<file path="src/rtl/is_pkg.sv">
// Shared types and sequencer state codes for the insertion sorter.
// No dependencies.
`default_nettype none

package is_pkg;

	localparam int DATA_W = 32;

	typedef logic signed [DATA_W-1:0] data_t;

	localparam logic [1:0] ST_IDLE  = 2'd0;  // waiting for an item
	localparam logic [1:0] ST_SCAN  = 2'd1;  // compare and shift entries toward the top
	localparam logic [1:0] ST_PLACE = 2'd2;  // write the new item at entry zero
	localparam logic [1:0] ST_EMIT  = 2'd3;  // read the batch out in ascending order

endpackage

`default_nettype wire

</file>
<file path="src/rtl/is_ram.sv">
// Generic simple dual-port RAM: one write port, one read port, registered read data.
// No dependencies.
`default_nettype none

module is_ram #(
	parameter int WIDTH = 32,
	parameter int DEPTH = 16
) (
	input  wire logic                     clk,
	input  wire logic                     we,
	input  wire logic [$clog2(DEPTH)-1:0] waddr,
	input  wire logic [WIDTH-1:0]         wdata,
	input  wire logic                     re,
	input  wire logic [$clog2(DEPTH)-1:0] raddr,
	output logic      [WIDTH-1:0]         rdata
);

	logic [WIDTH-1:0] mem_q [DEPTH];

	always_ff @(posedge clk) begin
		if (we) begin
			mem_q[waddr] <= wdata;
		end
		if (re) begin
			rdata <= mem_q[raddr];
		end
	end

endmodule

`default_nettype wire

</file>
<file path="src/rtl/insertion_sorter_top.sv">
// Insertion sorter top level; uses is_pkg and is_ram (store of CAPACITY words).
// Input: an item into an empty or full store is taken in ST_IDLE; otherwise the top
// entry is read and ST_SCAN shifts entries up (at most fill count) until the item lands,
// ST_PLACE writing it at entry zero if all moved; paced by the one-read, one-write port.
// Output: after the marked item, each result is read, then loaded; reads do not overlap.
// Reset: fill count, drop flag and handshakes clear at once; no clearing pass.
`default_nettype none

module insertion_sorter_top #(
	parameter int CAPACITY = 16
) (
	input  wire logic          clk,
	input  wire logic          arst_n,
	input  wire logic          in_valid,
	output logic               in_ready,
	input  wire is_pkg::data_t value,
	input  wire logic          batch_end,
	output logic               out_valid,
	input  wire logic          out_ready,
	output is_pkg::data_t      sorted_value,
	output logic               final_out,
	output logic               overflowed
);

	import is_pkg::*;

	localparam int AW = $clog2(CAPACITY);      // store address
	localparam int CW = $clog2(CAPACITY + 1);  // fill count, 0..CAPACITY

	// control state
	logic [1:0]    state_q, state_d;
	logic [CW-1:0] fill_q, fill_d;
	logic          drop_q, drop_d;
	logic [AW-1:0] pos_q, pos_d;           // entry that the next shift writes
	logic [CW-1:0] k_q, k_d;               // next entry to read out
	logic          rd_pend_q, rd_pend_d;   // read-out data arrives this cycle
	logic          fin_pend_q, fin_pend_d; // ... and it is the batch's last
	logic          out_valid_q, out_valid_d;

	// payload
	data_t         val_q;
	logic          last_q;
	data_t         sorted_value_q;
	logic          final_q;
	logic          ovf_q;

	logic          in_acc;
	logic          load_in;
	logic          load_out;
	logic          not_full;
	data_t         rd_val;

	// store port
	logic              ram_we;
	logic [AW-1:0]     ram_waddr;
	logic [DATA_W-1:0] ram_wdata;
	logic              ram_re;
	logic [AW-1:0]     ram_raddr;
	logic [DATA_W-1:0] ram_rdata;

	is_ram #(
		.WIDTH(DATA_W),
		.DEPTH(CAPACITY)
	) u_store (
		.clk  (clk),
		.we   (ram_we),
		.waddr(ram_waddr),
		.wdata(ram_wdata),
		.re   (ram_re),
		.raddr(ram_raddr),
		.rdata(ram_rdata)
	);

	assign in_ready = (state_q == ST_IDLE);
	assign in_acc   = in_valid && in_ready;
	assign not_full = (fill_q < CW'(CAPACITY));
	assign rd_val   = data_t'(ram_rdata);

	always_comb begin
		state_d    = state_q;
		fill_d     = fill_q;
		drop_d     = drop_q;
		pos_d      = pos_q;
		k_d        = k_q;
		rd_pend_d  = 1'b0;
		fin_pend_d = fin_pend_q;
		load_in    = 1'b0;
		load_out   = 1'b0;
		ram_we     = 1'b0;
		ram_waddr  = pos_q;
		ram_wdata  = DATA_W'(val_q);
		ram_re     = 1'b0;
		ram_raddr  = '0;

		case (state_q)
			ST_IDLE: begin
				if (in_acc) begin
					load_in = 1'b1;
					k_d     = '0;
					if (!not_full) begin
						// store full: item is dropped, batch may still end
						drop_d  = 1'b1;
						state_d = batch_end ? ST_EMIT : ST_IDLE;
					end else if (fill_q == '0) begin
						ram_we    = 1'b1;
						ram_waddr = '0;
						ram_wdata = DATA_W'(value);
						fill_d    = fill_q + 1'b1;
						state_d   = batch_end ? ST_EMIT : ST_IDLE;
					end else begin
						// fetch the top entry; the new item starts above it
						ram_re    = 1'b1;
						ram_raddr = AW'(fill_q - 1'b1);
						pos_d     = AW'(fill_q);
						state_d   = ST_SCAN;
					end
				end
			end

			ST_SCAN: begin
				ram_we    = 1'b1;
				ram_waddr = pos_q;
				if (rd_val < val_q) begin
					// entry below is smaller: the item lands here
					ram_wdata = DATA_W'(val_q);
					fill_d    = fill_q + 1'b1;
					state_d   = last_q ? ST_EMIT : ST_IDLE;
				end else begin
					// move the entry up one place; the next entry is already on its way
					ram_wdata = ram_rdata;
					if (pos_q == AW'(1)) begin
						state_d = ST_PLACE;
					end else begin
						ram_re    = 1'b1;
						ram_raddr = pos_q - 1'b1 - 1'b1;
						pos_d     = pos_q - 1'b1;
					end
				end
			end

			ST_PLACE: begin
				ram_we    = 1'b1;
				ram_waddr = '0;
				ram_wdata = DATA_W'(val_q);
				fill_d    = fill_q + 1'b1;
				state_d   = last_q ? ST_EMIT : ST_IDLE;
			end

			ST_EMIT: begin
				// issue a read only when the output register is free by next cycle
				if ((k_q != fill_q) && !rd_pend_q && (!out_valid_q || out_ready)) begin
					ram_re     = 1'b1;
					ram_raddr  = AW'(k_q);
					k_d        = k_q + 1'b1;
					rd_pend_d  = 1'b1;
					fin_pend_d = ((k_q + 1'b1) == fill_q);
				end
				if (rd_pend_q) begin
					load_out = 1'b1;
					if (fin_pend_q) begin
						// last result is loaded; new batch starts empty
						state_d = ST_IDLE;
						fill_d  = '0;
						drop_d  = 1'b0;
					end
				end
			end

			default: begin
				state_d = ST_IDLE;
			end
		endcase

		if (load_out) begin
			out_valid_d = 1'b1;
		end else if (out_ready) begin
			out_valid_d = 1'b0;
		end else begin
			out_valid_d = out_valid_q;
		end
	end

	always_ff @(posedge clk or negedge arst_n) begin
		if (!arst_n) begin
			state_q     <= ST_IDLE;
			fill_q      <= '0;
			drop_q      <= 1'b0;
			pos_q       <= '0;
			k_q         <= '0;
			rd_pend_q   <= 1'b0;
			fin_pend_q  <= 1'b0;
			out_valid_q <= 1'b0;
		end else begin
			state_q     <= state_d;
			fill_q      <= fill_d;
			drop_q      <= drop_d;
			pos_q       <= pos_d;
			k_q         <= k_d;
			rd_pend_q   <= rd_pend_d;
			fin_pend_q  <= fin_pend_d;
			out_valid_q <= out_valid_d;
		end
	end

	always_ff @(posedge clk) begin
		if (load_in) begin
			val_q  <= value;
			last_q <= batch_end;
		end
		if (load_out) begin
			sorted_value_q <= rd_val;
			final_q        <= fin_pend_q;
			ovf_q          <= drop_q;
		end
	end

	assign out_valid    = out_valid_q;
	assign sorted_value = sorted_value_q;
	assign final_out    = final_q;
	assign overflowed   = ovf_q;

`ifndef NO_ASSERTIONS
	a_fill_range: assert property (@(posedge clk) disable iff (!arst_n)
		fill_q <= CW'(CAPACITY))
		else $error("fill count above capacity");

	a_no_rw_clash: assert property (@(posedge clk) disable iff (!arst_n)
		(ram_we && ram_re) |-> (ram_waddr != ram_raddr))
		else $error("store read and write hit the same entry");

	a_out_free: assert property (@(posedge clk) disable iff (!arst_n)
		rd_pend_q |-> (!out_valid_q || out_ready))
		else $error("read-out data would overwrite a waiting result");

	a_batch_clear: assert property (@(posedge clk) disable iff (!arst_n)
		(rd_pend_q && fin_pend_q) |=> ((fill_q == '0) && !drop_q && out_valid_q))
		else $error("batch state not cleared after final result");
`endif

endmodule

`default_nettype wire
</file>
<file path="config.mk">
export PLATFORM = sky130hd
export DESIGN_NAME = insertion_sorter_top
export DESIGN_NICKNAME = d
export VERILOG_FILES = /design/src/rtl/is_pkg.sv /design/src/rtl/is_ram.sv /design/src/rtl/insertion_sorter_top.sv
export SDC_FILE = /design/constraint.sdc
export NUM_CORES = 1
export LEC_CHECK = 0
export BUFFER_PORTS_ARGS = -buffer_cell sky130_fd_sc_hd__buf_2
export CELL_PAD_IN_SITES_DETAIL_PLACEMENT = 0
export CELL_PAD_IN_SITES_GLOBAL_PLACEMENT = 2
export CORE_ASPECT_RATIO = 0.75
export CORE_MARGIN = 2
export CORE_UTILIZATION = 45
export DETAILED_ROUTE_END_ITERATION = 8
export PLACE_DENSITY = 0.85
export SLEW_MARGIN = 15
export SYNTH_ARGS = -nofsm -noshare
export SYNTH_HDL_FRONTEND = slang
export SYNTH_SLANG_ARGS = --single-unit
</file>
<file path="constraint.sdc">
create_clock -name clk -period 6.15 [get_ports clk]
set_input_delay 1.23 -clock clk [delete_from_list [all_inputs] [get_ports clk]]
set_output_delay 1.23 -clock clk [all_outputs]
set_load 0.03 [all_outputs]
</file>
* Word level (Yosys, flattened, before mapping)
Memory sizes are Yosys's and may differ from the RTL's. A register that Yosys moved wholly into a read port is not among the register bits.
Cells that the tools add are included.
** Storage, ports and cells
- Register bits :: 87
- Latch bits :: 0
- RAM bits :: 512
- ROM bits :: 0
- Word-level logic and storage cells :: 124
- Memories kept :: 1
** Cells by class
- Add/subtract/negate cells :: 5
- $mul :: 0
- Divide/modulo/power cells :: 0
- $lt $le $gt $ge :: 2
- Equal/unequal tests :: 18
- Shifts and indexed selects :: 0
- Mux-type cells :: 67
- Bitwise operators :: 0
- Reduce and logical (&&, ||, !) cells :: 18
** Memories
- u_store.mem_q :: depth 16, width 32, read ports 1, clocked after memory_dff 1, write ports 1, line is_ram.sv:18 : logic [WIDTH-1:0] mem_q [DEPTH];
** Operators with widths (number)
- 32-bit two-way mux :: 4
- 32-bit case mux with 2 select lines :: 1
- 4-bit two-way mux :: 14
- 5-bit two-way mux :: 8
- 32-bit less-than comparator :: 1
- 1-bit two-way mux :: 22
- 5-bit case mux with 4 select lines :: 1
- 2-bit two-way mux :: 9
- 2-bit inequality test, second input constant :: 8
- 4-bit case mux with 2 select lines :: 2
- 4-bit case mux with 3 select lines :: 1
- 6-bit AND reduction :: 2
- 4-bit by 1-bit subtractor with 4-bit output, second input constant :: 3
- 5-bit by 1-bit adder with 5-bit output, second input constant :: 2
- 5-bit case mux with 2 select lines :: 1
- 2-bit case mux with 4 select lines :: 1
- 2-bit by 1-bit inequality test with 1-bit output, second input constant :: 3
- 2-bit nonzero test :: 3
- 5-bit == test :: 1
- 5-bit logical NOT :: 1
- 5-bit less-than comparator, second input constant :: 1
- 5-bit inequality test :: 1
- 5-bit AND reduction :: 1
- 2-bit == test, second input constant :: 2
- other kinds (13) :: 17

* Longest topological paths before layout
- Word-level depth :: 7
- Depth in mapped cells :: 15

* Hierarchy
From an unflattened synthesis, not the netlist that was laid out.
** Unflattened totals
- Cells, all modules :: 1365
- Area, all modules :: 25549.5 um2
** Modules (own cells, without submodules)
- is_ram :: instances 1, cells each 838, area each 20155.6 um2
- insertion_sorter_top :: instances 1, cells each 527, area each 5393.9 um2

* Least setup slack after synthesis
Ideal clock, no wire load.
- Path kind :: in2reg
- Start :: in in_valid
- End :: mem u_store.mem_q[0][0], enable pin
- Setup time :: 0.421 ns
- Arrival time :: 4.360 ns
- Path slack :: 1.369 ns
- Stages :: 6
- Path buffers :: 2
- Path through :: and2_1 and2_1 clkbuf_1 clkbuf_1 nor3_1 nor2_1
** Between the ends
- Longest elaborated chain between the ends :: 5
- Elaborated cells between the ends (all ways) :: 7
- Classes of those cells :: 6 x mux; 1 x reduce/logical
** Ends and longest elaborated chain
- start: declaration :: line insertion_sorter_top.sv:14 : input wire logic in_valid,
- 1-bit logical AND * :: line insertion_sorter_top.sv:75 : assign in_acc = in_valid && in_ready;
- 1-bit two-way mux :: line insertion_sorter_top.sv:97 : if (in_acc) begin
- 1-bit case mux with 2 select lines :: line insertion_sorter_top.sv:95 : case (state_q)
- 1-bit two-way mux :: line is_ram.sv:21 : if (we) begin
- 1-bit two-way mux (not written as such) :: line is_ram.sv:22 : mem_q[waddr] <= wdata;
- end: declaration :: line is_ram.sv:18
Mark *: on every way between the ends. The rest lies on a longest branch, timed or not.

* Worst setup path after layout
- Start :: reg u_store.rdata[12], read port of u_store.mem_q
- End :: reg u_store.rdata[19], read port of u_store.mem_q (data pin)
** Between the ends
- Longest elaborated chain between the ends :: 3
- Elaborated cells between the ends (all ways) :: 5
- Classes of those cells :: 1 x order compare; 4 x mux
** Ends and longest elaborated chain
- start: declaration :: line is_ram.sv:15 : output logic [WIDTH-1:0] rdata
- 32-bit less-than comparator * :: line insertion_sorter_top.sv:123 : if (rd_val < val_q) begin
- 4-bit two-way mux or 1-bit two-way mux (tied branches) :: line insertion_sorter_top.sv:123
- 4-bit case mux with 3 select lines or 1-bit case mux with 3 select lines (tied branches) :: line insertion_sorter_top.sv:95
Marks and branches as above.
A chain may end at the register's enable or synchronous reset.

==> flow_metrics.env <==
export IMPL_crit_type="flop to flop"
export IMPL_via_count=16952
export IMPL_finalInstanceArea_um2=29900
export IMPL_numCtsBuffers=57
export IMPL_clk_path_buf_depth=3
export IMPL_gr_usage_met3_pct=4.41
export IMPL_synth_simple_area_share_pct=8.10
export IMPL_swShare_pct=38.9
export IMPL_die_area_um2=60800
export IMPL_multiInputGateArea_um2=7080
export IMPL_finalCriticalPeriod_ns=5.36
export IMPL_die_h_um=214
export IMPL_syn_inst=1924
export IMPL_synth_top_area_share_pct=69.4
export IMPL_place_area_um2=28000
export IMPL_drv_slew=0
export IMPL_htree_levels=2
export IMPL_p_sw_mw=6.79
export IMPL_num_rows=76
export IMPL_synth_compound_area_share_pct=10.9
export IMPL_grt_pass1_wl_um=110000
export IMPL_wl_per_cell_um=26.5
export IMPL_syn_nets=2004
export IMPL_start_util_pct=45.8
export IMPL_syn_cell_area_um2=26500
export IMPL_seq_area_frac_synth_pct=71.2
export IMPL_cp_required_ns=6.40
export IMPL_design_core_area_um2=57700
export IMPL_min_period_over_period_pct=87.2
export IMPL_dp_hpwl_um=45100
export IMPL_track_usage_pct=24.3
export IMPL_synthTopCellsByArea="edfxtp_1 (69%), a21oi_1 (4.2%), nor2_1 (2.5%)"
export IMPL_endpoint_kind="flop"
export IMPL_drive_above_1_share_pct=16.1
export IMPL_busiest_layer="met1"
export IMPL_hold_violations=0
export IMPL_final_util_pct=51.8
export IMPL_yosys_register_bits=631
export IMPL_holdWs_ns=0.494
export IMPL_grtUsageMet1_pct=37.1
export IMPL_seq_area_um2=18800
export IMPL_finClkSkew_ns=0.0302
export IMPL_routed_wl_um=74600
export IMPL_firstDrtPassIters=7
export IMPL_clk_pin_slew_ns=0.07
export IMPL_rsz0062_at_grt="false"
export IMPL_met2_usage_pct=36.3
export IMPL_async_flop_share_pct=3.17
export IMPL_gp_congestion=0.872
export IMPL_timing_fmax_ghz=0.187
export IMPL_power_density_nw_per_um2=584
export IMPL_synth_top_area_cell="edfxtp_1"
export IMPL_layout_commonest_cell="edfxtp_1"
export IMPL_area_growth_pct=13.0
export IMPL_hold_path_class="flop to flop"
export IMPL_ys_types=63
export IMPL_yosys_area_share_xor_xnor_pct=0.430
export IMPL_cts_resized=0
export IMPL_cts_tree="built"
export IMPL_drc_errors=0
export IMPL_dr_first_iter_drc_count=2300
export IMPL_insertion_delay_ns=0.64
export IMPL_tns_ns=0
export IMPL_avgSynthCellArea_um2=13.7
export IMPL_power_share_clock_pct=20.5
export IMPL_cts_setup_buffers=0
export IMPL_status="finished clean"
export IMPL_power_frac_comb_pct=38.5
export IMPL_via_per_inst=6.02
export IMPL_hold_buffers=0
export IMPL_antenna_left=0
export IMPL_synth_top_family_by_area="compound AO/OA/AOI/OAI gates"
export IMPL_io_pins=73
export IMPL_diodes=0
export IMPL_synth_edf_count=611
export IMPL_port_buffers=72
export IMPL_ir_drop_mv=0.338
export IMPL_finalSetupViolations=0
export IMPL_muxShareOfSynthArea_pct=4.35
export IMPL_overflow=0
export IMPL_seqPwrFrac_pct=40.9
export IMPL_final_cell_mix="edfxtp_1 (611), a21oi_1 (215), nor2_1 (157)"
export IMPL_grt_max_degree=74
export IMPL_grt_pass1_vias=16092
export IMPL_tightest_slew_ns=1.22
export IMPL_finalNetCount=2073
export IMPL_relSlewSlack_pct=17.6
export IMPL_clockRootBuffer="clkbuf_16"
export IMPL_crit_fanout=65
export IMPL_synthAdderAreaFrac_pct=2.03
export IMPL_arrival_ns=5.61
export IMPL_power_leakage_nw=10.3
export IMPL_ys_warn_count=0
export IMPL_maxCapViolations=0
export IMPL_antenna_found_initial=2
export IMPL_power_mw=17.5
export IMPL_p_int_mw=10.7
export IMPL_n_fill_cell=4828
export IMPL_synth_main_ff_cell="edfxtp_1"
export IMPL_crit_path_start_kind="flop"
export IMPL_die_w_um=284
export IMPL_cts_sinks=631
## cells in the mapped netlist, types with 9 or more instances
library cell  count
nand3_1          16
clkbuf_1         74
mux2_2           56
buf_2            43
a221oi_1         12
ha_1             43
o22ai_1          91
a32o_1           23
dfrtp_1          20
edfxtp_1        611
a21oi_1         224
xnor2_1          11
nor3_1          114
inv_1            51
o21ai_0          69
nor4_1           26
a222oi_1          9
mux2i_1          52
nor2_1          173
nand2_1          99
## per-layer routing
layer  share of wire, %  vias up  wire (um)
li1                   -     7522          -
met1                 45     8522      33600
met5                  0        -          0
met4                1.7        0       1310
met2                 44      811      33000
met3                9.0       97       6690
## state kept, by name, indices dropped and copies added (netlist names)
register,cells
drop_q,1
fill_q,5
fin_pend_q,1
final_out,1
k_q,5
last_q,1
out_valid,1
overflowed,1
pos_q,4
rd_pend_q,1
sorted_value,32
state_q,2
u_store.mem_q,512
u_store.rdata,32
val_q,32
## power groups by stage
stage               sequential, mW  clock (mW)  combinational, mW
global route                  7.20        3.80               7.25
detailed placement            7.23           0               6.60
finish                        7.15        3.59               6.72
global placement              7.20           0               6.49
CTS                           7.14        3.62               6.63
floorplan                     7.07           0               4.11
## worst paths after layout
kind                                             start                     endpoint  slack [ns]  cells past startpoint
max                        u_store.rdata[12]$_DFFE_PP_  u_store.rdata[19]$_DFFE_PP_        0.79                     12
min                        u_store.rdata[25]$_DFFE_PP_   sorted_value[25]$_DFFE_PP_        0.49                      0
max reg2reg                u_store.rdata[12]$_DFFE_PP_  u_store.rdata[19]$_DFFE_PP_        0.79                     12
min reg2reg                u_store.rdata[25]$_DFFE_PP_   sorted_value[25]$_DFFE_PP_        0.49                      0
max in group asynchronous                       arst_n           k_q[1]$_DFFE_PN0P_        5.21                      1
min in group asynchronous                       arst_n           drop_q$_DFFE_PN0P_        0.58                      1
## final cells by class
type	count	share of cell area, %
Clock buffer	68	4.91
Inverter	52	0.653
Timing Repair Buffer	139	3.18
Tap cell	780	3.26
Sequential cell	631	63.0
Clock inverter	36	1.30
Multi-Input combinational cell	1112	23.7
## kinds of logic after synthesis
kind of cell | after synthesis
AND/OR/NAND/NOR | 471
buffers and inverters | 181
flip-flops | 631
multiplexers | 108
XOR/XNOR | 13
AO/OA/AOI/OAI | 477
adder cells (fa/ha/maj) | 43
## metrics by stage
step	instances	setup WS, ns
floorplan	1924	1.37
global placement	2714	0.877
detailed placement	2714	0.855
CTS	2818	0.840
global route	2818	0.578
finish	2818	0.789
## worst max-delay path, stage by stage, from the launching register on
cell       delay, ns
edfxtp_1        0.51
ha_1            0.33
nand4_1         0.11
nor3_1          0.46
a2bb2oi_1       0.25
a21o_1          0.31
a31oi_4         0.24
buf_4           0.70
buf_4           0.61
nor3_1          0.09
a21oi_1         0.23
o22ai_1         0.13
nor4_1          0.94
Power figures use the tool's default switching activity.
